[src/rtl/fsc_pkg.sv]
// fsc_pkg: shared types and constants for the falling sand cell update block
// no dependencies; imported by the interfaces, the modules and the checker

package fsc_pkg;

   localparam int KIND_W     = 2;
   localparam int COORD_W    = 7;
   localparam int POS_W      = 8;
   localparam int FALL_W     = 3;
   localparam int SPREAD_W   = 4;
   localparam int OPCODE_W   = 2;
   localparam int CSR_IDX_W  = 2;
   localparam int CSR_DATA_W = 8;

   localparam logic [KIND_W-1:0] KIND_EMPTY = 2'd0;
   localparam logic [KIND_W-1:0] KIND_SAND  = 2'd1;
   localparam logic [KIND_W-1:0] KIND_WATER = 2'd2;

   localparam logic [OPCODE_W-1:0] OP_WRITE  = 2'd0;
   localparam logic [OPCODE_W-1:0] OP_READ   = 2'd1;
   localparam logic [OPCODE_W-1:0] OP_UPDATE = 2'd2;

   localparam logic [CSR_IDX_W-1:0] CSR_WIDTH  = 2'd0;
   localparam logic [CSR_IDX_W-1:0] CSR_HEIGHT = 2'd1;
   localparam logic [CSR_IDX_W-1:0] CSR_FALL   = 2'd2;
   localparam logic [CSR_IDX_W-1:0] CSR_SPREAD = 2'd3;

   localparam logic [7:0]          WIDTH_RESET  = 8'd128;
   localparam logic [7:0]          HEIGHT_RESET = 8'd128;
   localparam logic [FALL_W-1:0]   FALL_RESET   = 3'd3;
   localparam logic [SPREAD_W-1:0] SPREAD_RESET = 4'd5;

   typedef enum logic [1:0] {
      DIR_DOWN,
      DIR_RIGHT,
      DIR_LEFT
   } dir_type;

   typedef struct packed {
      logic [POS_W-1:0]    use_w;
      logic [POS_W-1:0]    use_h;
      logic [FALL_W-1:0]   fall;
      logic [SPREAD_W-1:0] spread;
   } cfg_type;

endpackage

[src/rtl/fsc_csr.sv]
// fsc_csr: configuration registers and the clipped grid extent in use
// depends on fsc_pkg

module fsc_csr import fsc_pkg::*; #(
   parameter int GRID_COLS = 128,
   parameter int GRID_ROWS = 128
) (
   input  logic                  clock,
   input  logic                  reset,
   input  logic                  csr_wr_en,
   input  logic [CSR_IDX_W-1:0]  csr_index,
   input  logic [CSR_DATA_W-1:0] csr_wdata,
   output cfg_type               cfg
);

   logic [7:0]          width_ff,  width_in;
   logic [7:0]          height_ff, height_in;
   logic [FALL_W-1:0]   fall_ff,   fall_in;
   logic [SPREAD_W-1:0] spread_ff, spread_in;

   always_comb begin
      width_in  = width_ff;
      height_in = height_ff;
      fall_in   = fall_ff;
      spread_in = spread_ff;
      if (csr_wr_en) begin
         case (csr_index)
            CSR_WIDTH:  width_in  = csr_wdata;
            CSR_HEIGHT: height_in = csr_wdata;
            CSR_FALL:   fall_in   = csr_wdata[FALL_W-1:0];
            CSR_SPREAD: spread_in = csr_wdata[SPREAD_W-1:0];
            default:    width_in  = width_ff;
         endcase
      end
   end

   always_ff @(posedge clock) begin
      if (reset) begin
         width_ff  <= WIDTH_RESET;
         height_ff <= HEIGHT_RESET;
         fall_ff   <= FALL_RESET;
         spread_ff <= SPREAD_RESET;
      end else begin
         width_ff  <= width_in;
         height_ff <= height_in;
         fall_ff   <= fall_in;
         spread_ff <= spread_in;
      end
   end

   // extent in use is the register clipped to the physical grid
   assign cfg.use_w  = (int'(width_ff) < GRID_COLS) ? width_ff : POS_W'(GRID_COLS);
   assign cfg.use_h  = (int'(height_ff) < GRID_ROWS) ? height_ff : POS_W'(GRID_ROWS);
   assign cfg.fall   = fall_ff;
   assign cfg.spread = spread_ff;

endmodule

[config.mk]
export PLATFORM = sky130hd
export DESIGN_NAME = fsc_csr
export DESIGN_NICKNAME = d
export VERILOG_FILES = /design/src/rtl/fsc_pkg.sv /design/src/rtl/fsc_csr.sv
export SDC_FILE = /design/constraint.sdc
export NUM_CORES = 1
export LEC_CHECK = 0
export ABC_AREA = 1
export ABC_CLOCK_PERIOD_IN_PS = 2100
export BUFFER_PORTS_ARGS = -buffer_cell sky130_fd_sc_hd__buf_2
export CORE_MARGIN = 2
export CORE_UTILIZATION = 52
export DETAILED_ROUTE_END_ITERATION = 7
export PLACE_DENSITY = 0.9
export SLEW_MARGIN = 20
export SYNTH_ARGS = -nofsm -noshare
export SYNTH_HDL_FRONTEND = slang
export SYNTH_SLANG_ARGS = --single-unit
[constraint.sdc]
create_clock -name clock -period 2.1 [get_ports clock]
set_input_delay 0.42 -clock clock [delete_from_list [all_inputs] [get_ports clock]]
set_output_delay 0.42 -clock clock [all_outputs]
set_load 0.02 [all_outputs]
### Word-level counts from Yosys, hierarchy flattened

Cells that the tools add are included.

| operators by class | value |
|---|---|
| order comparisons | 2 |
| equal/unequal tests | 3 |
| muxes and demuxes | 2 |
| reduce and logical (&&, ||, !) cells | 5 |

Operators by type and width:

| cell | count |
|---|---|
| 8-bit less-than comparator, second input constant | 2 |
| 8-bit 2-to-1 mux | 2 |
| 2-bit AND reduction | 4 |
| 2-bit == test, second input constant | 2 |
| 2-bit by 1-bit == test with 1-bit output, second input constant | 1 |
| 2-bit logical NOT | 1 |

| word-level totals | value |
|---|---|
| register bits after elaboration | 23 |
| input port bits | 13 |
| output and inout bits | 23 |

### Depth between registers and ports, before layout

| logic depth | value |
|---|---|
| depth after elaboration | 2 |
| mapped depth | 6 |

### Worst setup path before layout

Ideal clock, no wire load.

| timing path | value |
|---|---|
| kind | register -> output |
| start | register height_ff[7] |
| end | output port cfg[10] (netlist bit) |
| data arrival time | 0.762 ns |
| required time | 1.680 ns |
| setup slack | 0.918 ns |
| cell stages (with the launch flop) | 3 |
| path through | dfxtp_1 clkbuf_1 nor2_1 |

RTL lines:

| element | line | RTL |
|---|---|---|
| start, declared | fsc_csr.sv:17 | `logic [7:0] height_ff, height_in;` |
| start signal, assigned | fsc_csr.sv:45 | `height_ff <= height_in;` |
| end, declared | fsc_csr.sv:13 | `output cfg_type cfg` |

==> impl_results.md <==
* Status: finished clean
* Dpl cell area at 0.001214 mm^2
* Initial Util at 54.51%
* Initial antenna violation count at 0
* CP max FO at 9
* CTS HTree Levels at 1
* Row count at 16
* Synth Area in Adders at 0%
* Yosys warns at 0
* Area grow syn2layout at 17.14%
* Design area at 0.001240 mm^2
* Post-Route Skew at 0 ns
* Post-synthesis mux area share at 0%
* Root Driver: clkbuf_4
* Chip Width at 49.12 um
* Critical path cell sequence: nor2_1, buf_2
* Syn Nets at 179
* Pin count of the biggest net entering global routing at 24
* Final Hold Fails at 0
* GRT overflow at 0
* Pre-antenna DRT Iters at 4
* Vias in the first global route at 810
* Remaining DRCs at 0
* Die H at between 40 and 50 um
* CP required at 1.68 ns
* Routed Antenna Nets at 0
* Worst min path class: in -> reg
* Total CTS buffers at 3
* WL/cell at 9.446 um
* FILL cells at slightly below 200
* Post-Synth XOR/XNOR Area at 0%
* Peak supply drop at 383.4 uV
* DIE AREA at 0.002412 mm^2
* # clock sinks at 23
* Worst-Skew Late Latency at 0.30 ns
* Critical Path Start Type: flip-flop
* PortBufs at 35
* First-pass GRT wire length at 3.387 mm
* WL final at roughly 2.1 mm
* Worst setup margin at 0.6142 ns
* CP Class: reg -> out
* Synth Instances at 166
* Post-Layout Cell Count at 222
* Detail Placement HPWL at between 1.5 and 2 mm
* CP arrival at 1.07 ns
* Initial DRC Count at 18
* # nets final at roughly 210
* Synth unique cells at 12
* Core ar. at between 0.0015 and 0.002 mm^2
* Worst slew margin at 57.35%
* Max-cap viol count at 0
* Register bit total from synthesis at 23
* Post-CTS Setup Bufs at 0
* Post-synth top area cell: dfxtp_1
* Post-synth top area share at a little over two fifths
* Tcrit/Tclk final at approximately 70%
* Place WS at 0.6731 ns
* Overall power at approximately 0.79 mW
* Critical path endpoint category: output port
* Simple-gate share of the synthesized area at 38.18%
* Largest family of logic cells by synthesized area: simple AND/OR/NAND/NOR gates
* Via count at 1,042
* CTS Buffer Depth at 2
* ANT cells at 0
* Post-CTS Resized at 0
* Reg clk slew, reported paths at 0.12 ns
* Finished Core Util at 63.85%
* DP Cell Count at 218
* Leading cell type in the layout, fill and taps excluded: nor2_1
* Mapped cell area at roughly 0.0011 mm^2
* Setup TNS at 0 ns
* Seq/Total Area, Yosys at 43.50%
* Power Density at 636.0 mW/mm^2
* Post-route minimum period at between 1 and 1.5 ns
* GRT Util Overall at 18.02%
* TritonCTS clock tree: built
* Share of layout cells above drive strength 1 at roughly 20%
* Hold buffers post-CTS at 0
* Max-slew violations at 0
* RSZ-0062 raised after global routing: false
* Area contributors post-synth: dfxtp_1, nor2_1, nand2_1
* Mean Syn Cell Area at 6.377 um^2
* Leak Pwr at 0.6901 nW
* # setup viols final at 0
* Commonest non-fill, non-tap cells in the layout: nor2_1, nand2_1, buf_2
* Synth Area in Compound Gates at 3.310%
* Ports at 36
* Crit-path max cell delay at 0.51 ns
* Max Freq at 673.1 MHz
* Slowest-stage cell, CP: dfxtp_1
* Gpl congestion at 0.7490
* Via-per-instance ratio at 4.694
* Worst slew pin tran at 0.6391 ns
* Final hold slack at 0.3565 ns
synth_stat cells:
cell type  instances
a21oi_1            7
buf_2              1
buf_4              4
clkbuf_1           5
dfxtp_1           23
inv_1             28
nand2_1           36
nand3_1           16
nand3_2            1
nand4_1            3
nor2_1            41
nor2_2             1
path summary, 6_finish.rpt:
path	startpoint	to	slack (ns)	cells after the start
max reg2reg	height_ff[7]	height_ff[7]	1.37	2
max	height_ff[7]	cfg[7]	0.61	2
min reg2reg	fall_ff[0]	fall_ff[0]	0.48	2
min	csr_wdata[6]	height_ff[6]	0.36	3
critical path, delay by kind of cell (launching register included):
family / cells / cell delay [ns]
buffers and inverters: 1 / 0.16
and+or+nand+nor: 1 / 0.09
DFF: 1 / 0.51
registers in the layout (all words and copies together), names as in the netlist:
name       flops
fall_ff        3
height_ff      8
spread_ff      4
width_ff       8
layout make-up:
type	instances	area, um^2	share of cell area [%]
Sequential cell	23	460.4	37.13
Multi-Input combinational cell	105	439.2	35.42
Timing Repair Buffer	35	175.2	14.13
Inverter	28	105.1	8.476
Tap cell	27	33.78	2.725
Clock buffer	4	26.28	2.119
power by group:
| part | total [mW] | leakage, nW | internal (mW) | switching (mW) |
|---|---|---|---|---|
| logic | 0.119 | 0.487 | 0.0402 | 0.0792 |
| registers | 0.472 | 0.188 | 0.459 | 0.0131 |
| clock network | 0.197 | 0.0150 | 0.0740 | 0.123 |
logic make-up (layout without fill, tap and decap cells):
logic type             after synthesis  after routing
buffers and inverters               38             67
flip-flops                          23             23
AND/OR/NAND/NOR                     98             98
AO/OA/AOI/OAI                        7              7
routing by layer:
metal | vias up | routed length [um] | global-route usage, %
li1 | 549 | - | -
met1 | 450 | 974 | 22.55
met2 | 37 | 970 | 30.63
met3 | 6 | 117 | 3.067
met4 | 0 | 34 | 7.143
met5 | - | 0 | 0
(Power assumes the default switching activity.)
